--- src/sv/obca_pkg.sv ---
// Shared types and constants for the bar count aggregator.
// No dependencies; every other file of the block uses this package.
`default_nettype none

package obca_pkg;

    // Configuration port geometry
    localparam int unsigned ADDR_W     = 3;
    localparam int unsigned DATA_W     = 32;
    localparam int unsigned GSIZE_W    = 16;
    localparam logic [GSIZE_W-1:0] GROUP_SIZE_RESET = 16'd5;

    // Register index codes (paddr[2])
    localparam logic REG_GROUP_SIZE = 1'b0;

    // Default depth of the queue between front and back
    localparam int unsigned QUEUE_DEPTH_DEFAULT = 2;

    // Field widths
    localparam int unsigned PRICE_W   = 32;
    localparam int unsigned IN_VOL_W  = 31;
    localparam int unsigned IN_AMT_W  = 40;
    localparam int unsigned OUT_VOL_W = 48;
    localparam int unsigned OUT_AMT_W = 56;
    localparam int unsigned TIME_W    = 32;

    // Input bar
    typedef struct packed {
        logic [PRICE_W-1:0]  in_open;
        logic [PRICE_W-1:0]  in_high;
        logic [PRICE_W-1:0]  in_low;
        logic [PRICE_W-1:0]  in_close;
        logic [IN_VOL_W-1:0] in_volume;
        logic [IN_AMT_W-1:0] in_amount;
        logic [TIME_W-1:0]   in_time;
        logic                series_end;
    } bar_in_t;

    // Merged bar
    typedef struct packed {
        logic [PRICE_W-1:0]   out_open;
        logic [PRICE_W-1:0]   out_high;
        logic [PRICE_W-1:0]   out_low;
        logic [PRICE_W-1:0]   out_close;
        logic [OUT_VOL_W-1:0] out_volume;
        logic [OUT_AMT_W-1:0] out_amount;
        logic [TIME_W-1:0]    out_time;
    } bar_out_t;

    // Classified bar as held in the queue
    typedef struct packed {
        bar_in_t bar;
        logic    first;   // opens a new group
        logic    emit;    // closes the group
    } q_entry_t;

    // Write side of the queue
    typedef struct packed {
        logic     push;
        q_entry_t entry;
    } q_push_t;

endpackage

`default_nettype wire

--- src/sv/obca_front.sv ---
// Front end: accepts input bars, tracks the group count and tags each item.
// Depends on obca_pkg.
`default_nettype none

module obca_front (
    input  wire logic                            clk,
    input  wire logic                            rst_n,
    input  wire logic [obca_pkg::GSIZE_W-1:0]    group_size,
    input  wire logic                            in_valid,
    output logic                                 in_ready,
    input  wire obca_pkg::bar_in_t               in_data,
    input  wire logic                            q_full,
    output obca_pkg::q_push_t                    q_wr
);

    logic [obca_pkg::GSIZE_W-1:0] bars_reg;
    logic [obca_pkg::GSIZE_W-1:0] bars_next;
    logic [obca_pkg::GSIZE_W:0]   count;
    logic                         accept;
    logic                         emit;

    assign in_ready = !q_full;
    assign accept   = in_valid && !q_full;

    // Classify: count including this bar against the group size
    assign count = {1'b0, bars_reg} + {{obca_pkg::GSIZE_W{1'b0}}, 1'b1};
    assign emit  = (count >= {1'b0, group_size}) || in_data.series_end;

    always_comb
    begin
        bars_next = bars_reg;
        if (accept)
        begin
            if (emit)
                bars_next = '0;
            else
                bars_next = count[obca_pkg::GSIZE_W-1:0];
        end
    end

    always_ff @(posedge clk or negedge rst_n)
    begin
        if (!rst_n)
            bars_reg <= '0;
        else
            bars_reg <= bars_next;
    end

    // Hand the tagged item to the queue
    always_comb
    begin
        q_wr.push        = accept;
        q_wr.entry.bar   = in_data;
        q_wr.entry.first = (bars_reg == '0);
        q_wr.entry.emit  = emit;
    end

endmodule

`default_nettype wire

--- src/sv/obca_queue.sv ---
// Short queue of tagged bars between front and back.
// Depends on obca_pkg.
`default_nettype none

module obca_queue #(
    parameter int unsigned DEPTH = obca_pkg::QUEUE_DEPTH_DEFAULT
) (
    input  wire logic                 clk,
    input  wire logic                 rst_n,
    input  wire obca_pkg::q_push_t    q_wr,
    output logic                      q_full,
    output logic                      q_valid,
    output obca_pkg::q_entry_t        q_head,
    input  wire logic                 q_pop
);

    localparam int unsigned PTR_W = (DEPTH > 1) ? $clog2(DEPTH) : 1;
    localparam int unsigned CNT_W = $clog2(DEPTH + 1);
    localparam logic [PTR_W-1:0] LAST_PTR = PTR_W'(DEPTH - 1);
    localparam logic [CNT_W-1:0] FULL_CNT = CNT_W'(DEPTH);

    obca_pkg::q_entry_t slot_reg [DEPTH];
    logic [PTR_W-1:0]   wr_ptr_reg, wr_ptr_next;
    logic [PTR_W-1:0]   rd_ptr_reg, rd_ptr_next;
    logic [CNT_W-1:0]   cnt_reg, cnt_next;
    logic               do_pop;

    assign q_full  = (cnt_reg == FULL_CNT);
    assign q_valid = (cnt_reg != '0);
    assign q_head  = slot_reg[rd_ptr_reg];
    assign do_pop  = q_pop && q_valid;

    // Advance pointers and occupancy
    always_comb
    begin
        wr_ptr_next = wr_ptr_reg;
        rd_ptr_next = rd_ptr_reg;
        cnt_next    = cnt_reg;
        if (q_wr.push)
            wr_ptr_next = (wr_ptr_reg == LAST_PTR) ? '0 : wr_ptr_reg + 1'b1;
        if (do_pop)
            rd_ptr_next = (rd_ptr_reg == LAST_PTR) ? '0 : rd_ptr_reg + 1'b1;
        if (q_wr.push && !do_pop)
            cnt_next = cnt_reg + 1'b1;
        else if (do_pop && !q_wr.push)
            cnt_next = cnt_reg - 1'b1;
    end

    always_ff @(posedge clk or negedge rst_n)
    begin
        if (!rst_n)
        begin
            wr_ptr_reg <= '0;
            rd_ptr_reg <= '0;
            cnt_reg    <= '0;
        end
        else
        begin
            wr_ptr_reg <= wr_ptr_next;
            rd_ptr_reg <= rd_ptr_next;
            cnt_reg    <= cnt_next;
        end
    end

    // Store the incoming item
    always_ff @(posedge clk)
    begin
        if (q_wr.push)
            slot_reg[wr_ptr_reg] <= q_wr.entry;
    end

endmodule

`default_nettype wire

--- src/sv/obca_back.sv ---
// Back end: merges queued bars into the running group and registers results.
// Depends on obca_pkg.
`default_nettype none

module obca_back (
    input  wire logic                 clk,
    input  wire logic                 rst_n,
    input  wire logic                 q_valid,
    input  wire obca_pkg::q_entry_t   q_head,
    output logic                      q_pop,
    output logic                      out_valid,
    input  wire logic                 out_ready,
    output obca_pkg::bar_out_t        out_data
);

    localparam int unsigned VW = obca_pkg::OUT_VOL_W;
    localparam int unsigned AW = obca_pkg::OUT_AMT_W;
    localparam int unsigned PW = obca_pkg::PRICE_W;

    logic [PW-1:0] open_reg, high_reg, low_reg;
    logic [VW-1:0] vol_reg;
    logic [AW-1:0] amt_reg;
    logic [PW-1:0] open_next, high_next, low_next;
    logic [VW-1:0] vol_next;
    logic [AW-1:0] amt_next;
    logic [VW:0]   vol_sum;
    logic [AW:0]   amt_sum;

    obca_pkg::bar_out_t out_reg, out_next;
    logic               out_valid_reg, out_valid_next;
    logic               slot_free;
    logic               load_out;

    // Pop whenever the item needs no output slot or one is free
    assign slot_free = !out_valid_reg || out_ready;
    assign q_pop     = q_valid && (!q_head.emit || slot_free);
    assign load_out  = q_pop && q_head.emit;

    // Merge the bar into the running group
    always_comb
    begin
        vol_sum = {1'b0, vol_reg}
                + {{(VW + 1 - obca_pkg::IN_VOL_W){1'b0}}, q_head.bar.in_volume};
        amt_sum = {1'b0, amt_reg}
                + {{(AW + 1 - obca_pkg::IN_AMT_W){1'b0}}, q_head.bar.in_amount};
        if (q_head.first)
        begin
            open_next = q_head.bar.in_open;
            high_next = q_head.bar.in_high;
            low_next  = q_head.bar.in_low;
            vol_next  = VW'(q_head.bar.in_volume);
            amt_next  = AW'(q_head.bar.in_amount);
        end
        else
        begin
            open_next = open_reg;
            high_next = (q_head.bar.in_high > high_reg) ? q_head.bar.in_high : high_reg;
            low_next  = (q_head.bar.in_low < low_reg) ? q_head.bar.in_low : low_reg;
            // Hold at full scale on carry out
            vol_next  = vol_sum[VW] ? {VW{1'b1}} : vol_sum[VW-1:0];
            amt_next  = amt_sum[AW] ? {AW{1'b1}} : amt_sum[AW-1:0];
        end
    end

    always_ff @(posedge clk)
    begin
        if (q_pop)
        begin
            open_reg <= open_next;
            high_reg <= high_next;
            low_reg  <= low_next;
            vol_reg  <= vol_next;
            amt_reg  <= amt_next;
        end
    end

    // Output register: load on a closing bar, drop valid when taken
    always_comb
    begin
        out_next            = out_reg;
        out_next.out_open   = open_next;
        out_next.out_high   = high_next;
        out_next.out_low    = low_next;
        out_next.out_close  = q_head.bar.in_close;
        out_next.out_volume = vol_next;
        out_next.out_amount = amt_next;
        out_next.out_time   = q_head.bar.in_time;

        out_valid_next = out_valid_reg;
        if (load_out)
            out_valid_next = 1'b1;
        else if (out_ready)
            out_valid_next = 1'b0;
    end

    always_ff @(posedge clk or negedge rst_n)
    begin
        if (!rst_n)
            out_valid_reg <= 1'b0;
        else
            out_valid_reg <= out_valid_next;
    end

    always_ff @(posedge clk)
    begin
        if (load_out)
            out_reg <= out_next;
    end

    assign out_valid = out_valid_reg;
    assign out_data  = out_reg;

endmodule

`default_nettype wire

--- src/sv/ohlc_bar_count_aggregator.sv ---
// Top level of the bar count aggregator: APB register, front, queue, back.
// Depends on obca_pkg, obca_front, obca_queue and obca_back.
//
//   channel   direction  handshake                 payload
//   in        in         in_valid / in_ready       in_data   (obca_pkg::bar_in_t)
//   out       out        out_valid / out_ready     out_data  (obca_pkg::bar_out_t)
//   config    in         psel, penable, pwrite     paddr, pwdata / prdata
//
// One bar is taken every cycle while the queue has room; a merged bar passes
// through the queue slot, then the output register in the back end.
// Reset clears the bar count, the queue and the output valid, and sets
// group_size to 5; no clearing pass is needed.
// An output stall holds the result register; bars that do not close a group
// keep draining, and in_ready drops once the queue of QUEUE_DEPTH items fills.
`default_nettype none

module ohlc_bar_count_aggregator #(
    parameter int unsigned QUEUE_DEPTH = obca_pkg::QUEUE_DEPTH_DEFAULT
) (
    input  wire logic                            clk,
    input  wire logic                            rst_n,
    // Input bars
    input  wire logic                            in_valid,
    output logic                                 in_ready,
    input  wire obca_pkg::bar_in_t               in_data,
    // Merged bars
    output logic                                 out_valid,
    input  wire logic                            out_ready,
    output obca_pkg::bar_out_t                   out_data,
    // Configuration
    input  wire logic                            psel,
    input  wire logic                            penable,
    input  wire logic                            pwrite,
    input  wire logic [obca_pkg::ADDR_W-1:0]     paddr,
    input  wire logic [obca_pkg::DATA_W-1:0]     pwdata,
    output logic [obca_pkg::DATA_W-1:0]          prdata,
    output logic                                 pready
);

    logic [obca_pkg::GSIZE_W-1:0] gsize_reg, gsize_next;
    logic                         cfg_wr;
    obca_pkg::q_push_t            q_wr;
    obca_pkg::q_entry_t           q_head;
    logic                         q_full;
    logic                         q_valid;
    logic                         q_pop;

    // Register file: group_size only
    assign pready = 1'b1;
    assign cfg_wr = psel && penable && pwrite;

    always_comb
    begin
        gsize_next = gsize_reg;
        if (cfg_wr && (paddr[2] == obca_pkg::REG_GROUP_SIZE))
            gsize_next = pwdata[obca_pkg::GSIZE_W-1:0];
    end

    always_ff @(posedge clk or negedge rst_n)
    begin
        if (!rst_n)
            gsize_reg <= obca_pkg::GROUP_SIZE_RESET;
        else
            gsize_reg <= gsize_next;
    end

    always_comb
    begin
        if (paddr[2] == obca_pkg::REG_GROUP_SIZE)
            prdata = {{(obca_pkg::DATA_W - obca_pkg::GSIZE_W){1'b0}}, gsize_reg};
        else
            prdata = '0;
    end

    obca_front u_front (
        .clk        (clk),
        .rst_n      (rst_n),
        .group_size (gsize_reg),
        .in_valid   (in_valid),
        .in_ready   (in_ready),
        .in_data    (in_data),
        .q_full     (q_full),
        .q_wr       (q_wr)
    );

    obca_queue #(
        .DEPTH (QUEUE_DEPTH)
    ) u_queue (
        .clk     (clk),
        .rst_n   (rst_n),
        .q_wr    (q_wr),
        .q_full  (q_full),
        .q_valid (q_valid),
        .q_head  (q_head),
        .q_pop   (q_pop)
    );

    obca_back u_back (
        .clk       (clk),
        .rst_n     (rst_n),
        .q_valid   (q_valid),
        .q_head    (q_head),
        .q_pop     (q_pop),
        .out_valid (out_valid),
        .out_ready (out_ready),
        .out_data  (out_data)
    );

endmodule

`default_nettype wire
--- config.mk ---
export PLATFORM = sky130hd
export DESIGN_NAME = ohlc_bar_count_aggregator
export DESIGN_NICKNAME = d
export VERILOG_FILES = /design/src/sv/obca_pkg.sv /design/src/sv/obca_front.sv /design/src/sv/obca_queue.sv /design/src/sv/obca_back.sv /design/src/sv/ohlc_bar_count_aggregator.sv
export SDC_FILE = /design/constraint.sdc
export NUM_CORES = 1
export LEC_CHECK = 0
export CORE_MARGIN = 8
export CORE_UTILIZATION = 45
export DETAILED_ROUTE_END_ITERATION = 10
export DONT_BUFFER_PORTS = 1
export SETUP_SLACK_MARGIN = 0.3
export SYNTH_ARGS = -nofsm -noshare
export SYNTH_HDL_FRONTEND = slang
export SYNTH_SLANG_ARGS = --single-unit
--- constraint.sdc ---
create_clock -name clk -period 16.9 [get_ports clk]
set_input_delay 1.69 -clock clk [delete_from_list [all_inputs] [get_ports clk]]
set_output_delay 1.69 -clock clk [all_outputs]
set_load 0.02 [all_outputs]
**Word level (Yosys, flattened, before mapping)**

Memories as Yosys holds them, arrays and structs flattened.
Cells that the tools add are included.

- Input port bits: 274
- Bits in registers: 501
- Bits in latches: 0
- Output and inout port bits: 299
- Bits in writable memories: 468
- Memory bits (read-only): 0
- Memories: 1

Memories:

| memory | words | width | read ports | clocked after Yosys merged registers in | write ports | line | text |
|---|---|---|---|---|---|---|---|
| u_queue.slot_reg | 2 | 234 | 1 | 0 | 1 | obca_queue.sv:22 | `obca_pkg::q_entry_t slot_reg [DEPTH];` |

- Equal/unequal tests: 1
- Bitwise operators: 1
- $add $sub $neg: 7
- $mul: 0
- Reductions and logical operators: 21
- Divide/modulo/power cells: 0
- Multiplexer cells: 19
- Shift-type cells: 0
- Order comparisons: 3

Operators by type and width:

| operator | count |
|---|---|
| $mux W32 | 5 |
| $mux W56 | 2 |
| $mux W48 | 2 |
| $add A56 B40 Y57 | 1 |
| $add A48 B31 Y49 | 1 |
| $gt A32 B32 Y1 | 1 |
| $lt A32 B32 Y1 | 1 |
| $mux W16 | 2 |
| $add A16 B1 Y17 const B | 1 |
| $ge A17 B16 Y1 | 1 |
| $logic_not A16 Y1 | 1 |
| $logic_and A1 B1 Y1 | 9 |
| $mux W1 | 6 |
| $reduce_bool A2 Y1 | 3 |
| $logic_not A1 Y1 | 5 |
| $mux W2 | 2 |
| $logic_or A1 B1 Y1 | 3 |
| $add A1 B1 Y1 const B | 2 |
| $add A2 B1 Y2 const B | 1 |
| $eq A2 B2 Y1 const B | 1 |
| $sub A2 B1 Y2 const B | 1 |
| $not A1 Y1 | 1 |

**Logic depth before layout (Yosys ltp)**

- Depth after elaboration: 8
- Depth in mapped cells: 17

**Hierarchy**

From an unflattened synthesis, not the netlist that was laid out.

- Cells, all modules: 2967
- Area total of the unflattened synthesis: 44517.7 µm²

By module, submodules not included:

| module | seq. area each (µm²) | cells each | instances | area each (µm²) |
|---|---|---|---|---|
| obca_back | 13958.4 | 1739 | 1 | 22720.5 |
| obca_queue | 14153.6 | 744 | 1 | 17683.2 |
| obca_front | 400.4 | 414 | 1 | 3211.8 |
| ohlc_bar_count_aggregator | 402.9 | 70 | 1 | 902.1 |

**Worst setup path before layout**

Ideal clock, no wire load.

- Path type: input to register
- From: input out_ready
- To: register u_back.out_reg (netlist bit u_back.out_data[0]) (enable)
- Buffers on the path: 0
- Setup time: 0.895 ns
- Data arrival time: 12.886 ns
- Required time: 16.005 ns
- Setup slack: 3.118 ns
- Stages: 3
- Path through: nand2b_1 o22ai_1 nor2_1

- Longest elaborated chain between the ends: 4

RTL lines:

| element | line | text |
|---|---|---|
| from (decl) | ohlc_bar_count_aggregator.sv:28 | `input wire logic out_ready,` |
| $logic_or A1 B1 Y1 | obca_back.sv:35 | `assign slot_free = !out_valid_reg \|\| out_ready;` |
| $logic_or A1 B1 Y1 | obca_back.sv:36 | `assign q_pop = q_valid && (!q_head.emit \|\| slot_free);` |
| $logic_and A1 B1 Y1 | obca_back.sv:36 |  |
| $logic_and A1 B1 Y1 | obca_back.sv:37 | `assign load_out = q_pop && q_head.emit;` |
| via u_back.load_out | obca_back.sv:32 | `logic load_out;` |
| to (signal assigned) | obca_back.sv:107 | `out_reg <= out_next;` |
| to (decl) | obca_back.sv:29 | `obca_pkg::bar_out_t out_reg, out_next;` |

The timed path passes the listed nets, and every way through them passes these cells.
A chain may end at the register's enable or synchronous reset.

**Final worst setup path**

- From: register u_queue.rd_ptr_reg
- To: register u_back.out_reg (netlist bit u_back.out_data[75]), data pin

- Longest elaborated chain between the ends: 4

RTL lines:

| element | line | text |
|---|---|---|
| from (decl) | obca_queue.sv:24 | `logic [PTR_W-1:0] rd_ptr_reg, rd_ptr_next;` |
| from (signal assigned) | obca_queue.sv:60 | `rd_ptr_reg <= rd_ptr_next;` |
| $mem_v2 Z2 W234 (*) | - |  |
| $add A56 B40 Y57 | obca_back.sv:45 | `+ {{(AW + 1 - obca_pkg::IN_AMT_W){1'b0}}, q_head.bar.in_amount};` |
| $mux W56 | obca_back.sv:61 | `amt_next = amt_sum[AW] ? {AW{1'b1}} : amt_sum[AW-1:0];` |
| $mux W56 (*) | obca_back.sv:46 | `if (q_head.first)` |
| via u_back.amt_next[43] | obca_back.sv:25 | `logic [AW-1:0] amt_next;` |

Mark *: on every way through the listed nets, which the timed path passes. The rest lies on a longest branch.

==> results.json <==
{
  "critPathKind": "flip-flop to flip-flop",
  "synth-edff-count": 930,
  "viasPerCell": 5.53,
  "async_flop_share_pct": 3.83,
  "setup_viol": 0,
  "power.leakage_nw": 16.5,
  "fin_skew_ns": 0.0247,
  "worstSetupStartpointType": "flip-flop",
  "synth_area_leader_cell": "edfxtp_1",
  "cts_root_buf": "clkbuf_16",
  "portBuffers": 0,
  "min_path_type": "flip-flop to flip-flop",
  "largest_reg_flops": 466,
  "synth_top_area_share_pct": 67.7,
  "synth_ff_type": "edfxtp_1",
  "antenna_found_initial": 12,
  "syn_area_mm2": 0.0413,
  "hold_start": "u_queue.cnt_reg[1]",
  "clk_latency_ns": 0.67,
  "cp_max_fo": 127,
  "cts_buffers": 101,
  "final_cells": 4013,
  "dp_hpwl_um": 65400,
  "r2r_start": "u_queue.rd_ptr_reg",
  "cts_setup_buffers": 0,
  "vdd_drop_max_v": 0.000135,
  "initial_core_util_pct": 45.2,
  "routabilityCongestion": 0.850,
  "die_y_um": 319,
  "rr_endpoint": "u_back.out_data[75]",
  "status": "finished clean",
  "tns_ns": 0,
  "grt.overflow.total": 0,
  "dr.pass1.iters": 6,
  "cts.clk_slew.worst_paths_ns": 0.06,
  "period_needed_ns": 5.72,
  "core_mm2": 0.0912,
  "grt_pass1_wl_um": 144000,
  "fmaxAchievable_mhz": 175,
  "relSlewSlack_pct": 20.1,
  "powerDensity_mw_per_mm2": 239,
  "min_period_over_period_pct": 33.9,
  "hold_path_depth": 1,
  "ys_seq_area_share_pct": 69.9,
  "nFillCells": 7605,
  "drc": 0,
  "holdPathEnd": "u_queue.cnt_reg[1]",
  "synth_seq_cells": 967,
  "cts_sinks": 967,
  "hold_violations": 0,
  "dp.cells": 3812,
  "rsz0062_at_grt": "false",
  "htree_levels": 3,
  "synthTopCellsByArea": "edfxtp_1 (68%), mux2_2 (7.5%), ha_1 (4.6%), dfrtp_1 (2.1%), a21oi_1 (1.7%)",
  "ys_types": 83,
  "grt_max_degree": 183,
  "design.die.area_mm2": 0.102,
  "utilization_pct": 50.4,
  "initialDrtViolationCount": 1688,
  "ioPinCount": 573,
  "critPathRequiredTime_ns": 17.30,
  "ys_warn_count": 0,
  "cts.path.max_buffers": 3,
  "track_usage_pct": 18.3,
  "cts_tree": "done",
  "r2r_slack_ns": 11.18,
  "cap_viol_max_count": 0,
  "avgSynthCellArea_um2": 15.3,
  "rr_worst_depth": 12,
  "grt_pass1_vias": 22700,
  "syn2layout_area_growth_pct": 11.5,
  "finalWirelength_um": 96900,
  "worst_setup_path_end_kind": "flip-flop",
  "rows": 111,
  "worst_slew_pin_slew_ns": 1.20,
  "drive_above_1_share_pct": 17.3,
  "fin_nets": 3158,
  "drv_slew": 0,
  "wl_per_cell_um": 24.1,
  "die_width_um": 319,
  "ant_nets": 0,
  "num_vias": 22200,
  "cp.arrival_ns": 6.12,
  "cts_hold_buf": 0,
  "synthCells": 2691,
  "cts_resized": 0
}
-- cells by family after synthesis --
kind of cell / count (synthesis) / synth area share [%]
AO/OA/AOI/OAI: 468 / 7.31
XOR/XNOR: 89 / 1.89
adder cells (fa/ha/maj): 155 / 4.74
buffers and inverters: 214 / 2.18
flip-flops: 967 / 69.9
multiplexers: 315 / 8.48
other: 2 / 0.0182
AND/OR/NAND/NOR: 481 / 5.49
-- Yosys cell counts, drive strengths merged (42+ instances only) --
cell type / n
clkbuf: 42
a31oi: 60
buf: 58
nor2: 170
ha: 153
nand2: 132
edfxtp: 930
o21ai: 97
xnor2: 50
a21oi: 143
inv: 113
a21o: 57
mux2: 276
-- layout by cell type (no fill, tap or decap), types with 17 or more instances in the layout --
cell / netlist / layout
o21ai_0: 92 / 92
clkbuf_1: 42 / 19
nand2_1: 131 / 131
edfxtp_1: 930 / 930
dfrtp_1: 35 / 34
nor3_1: 21 / 21
mux2i_1: 39 / 38
nand3_1: 26 / 26
a21oi_1: 141 / 141
a21o_1: 57 / 57
a31oi_1: 60 / 59
xor2_1: 39 / 39
xnor2_1: 50 / 50
inv_1: 113 / 112
conb_1: 2 / 17
and3_1: 17 / 17
mux2_2: 276 / 276
clkbuf_16: 0 / 105
ha_1: 153 / 153
nor2_1: 169 / 166
buf_4: 19 / 17
nand4_1: 32 / 32
nor2b_1: 18 / 18
clkinv_1: 1 / 23
-- layout make-up --
class	count	area (um2)	share of cell area, %
Antenna cell	12	30.0	0.0652
Inverter	114	435	0.946
Tap cell	1186	1480	3.22
Clock inverter	61	631	1.37
Clock buffer	128	2750	5.98
Multi-Input combinational cell	1525	11600	25.3
Timing Repair Buffer	20	188	0.408
Sequential cell	967	28900	62.7
-- worst max-delay path by stage --
stage / end / cells after the start / from
floorplan: u_back.out_data[0] / 3 / out_ready
global placement: u_back.out_data[225] / 13 / u_queue.rd_ptr_reg
detailed placement: u_back.amt_reg[43] / 12 / u_queue.rd_ptr_reg
CTS: u_back.amt_reg[43] / 12 / u_queue.rd_ptr_reg
global route: u_back.out_data[73] / 12 / u_queue.rd_ptr_reg
finish: u_back.out_data[75] / 12 / u_queue.rd_ptr_reg
-- per-layer routing --
metal | global-route usage (%) | wire length (um)
met1 | 21.5 | 38400
met2 | 31.0 | 47500
met3 | 7.87 | 9000
met4 | 4.60 | 1930
met5 | 0 | 84
-- worst max-delay path, cell delays in order, from the launching register on --
cell	delay (ns)
dfrtp_4	0.72
buf_12	0.57
mux2_2	0.44
ha_1	0.35
a21o_1	0.20
a31o_2	0.24
o21ai_0	0.41
a211oi_1	0.23
o2111ai_1	0.37
a21oi_1	0.20
o41ai_2	0.92
nor2b_1	0.14
o221a_2	0.33
-- where the power goes --
part	internal (mW)	total (mW)	switching [mW]	leakage [nW]
Clock	1.34	2.25	0.910	1.65
Sequential	4.08	4.94	0.862	9.33
Combinational	1.42	3.83	2.41	5.51
Total	6.83	11.0	4.19	16.5
-- stage by stage --
stage	setup WS [ns]	area, um2	total power [mW]	hold slack [ns]
floorplan	3.12	41300	7.89	0.464
global placement	11.41	42600	8.73	0.480
detailed placement	11.33	42600	8.83	0.489
CTS	11.30	46000	11.1	0.498
global route	10.77	46000	11.7	0.519
finish	11.18	46000	11.0	0.495
Power figures use the tool's default switching activity.
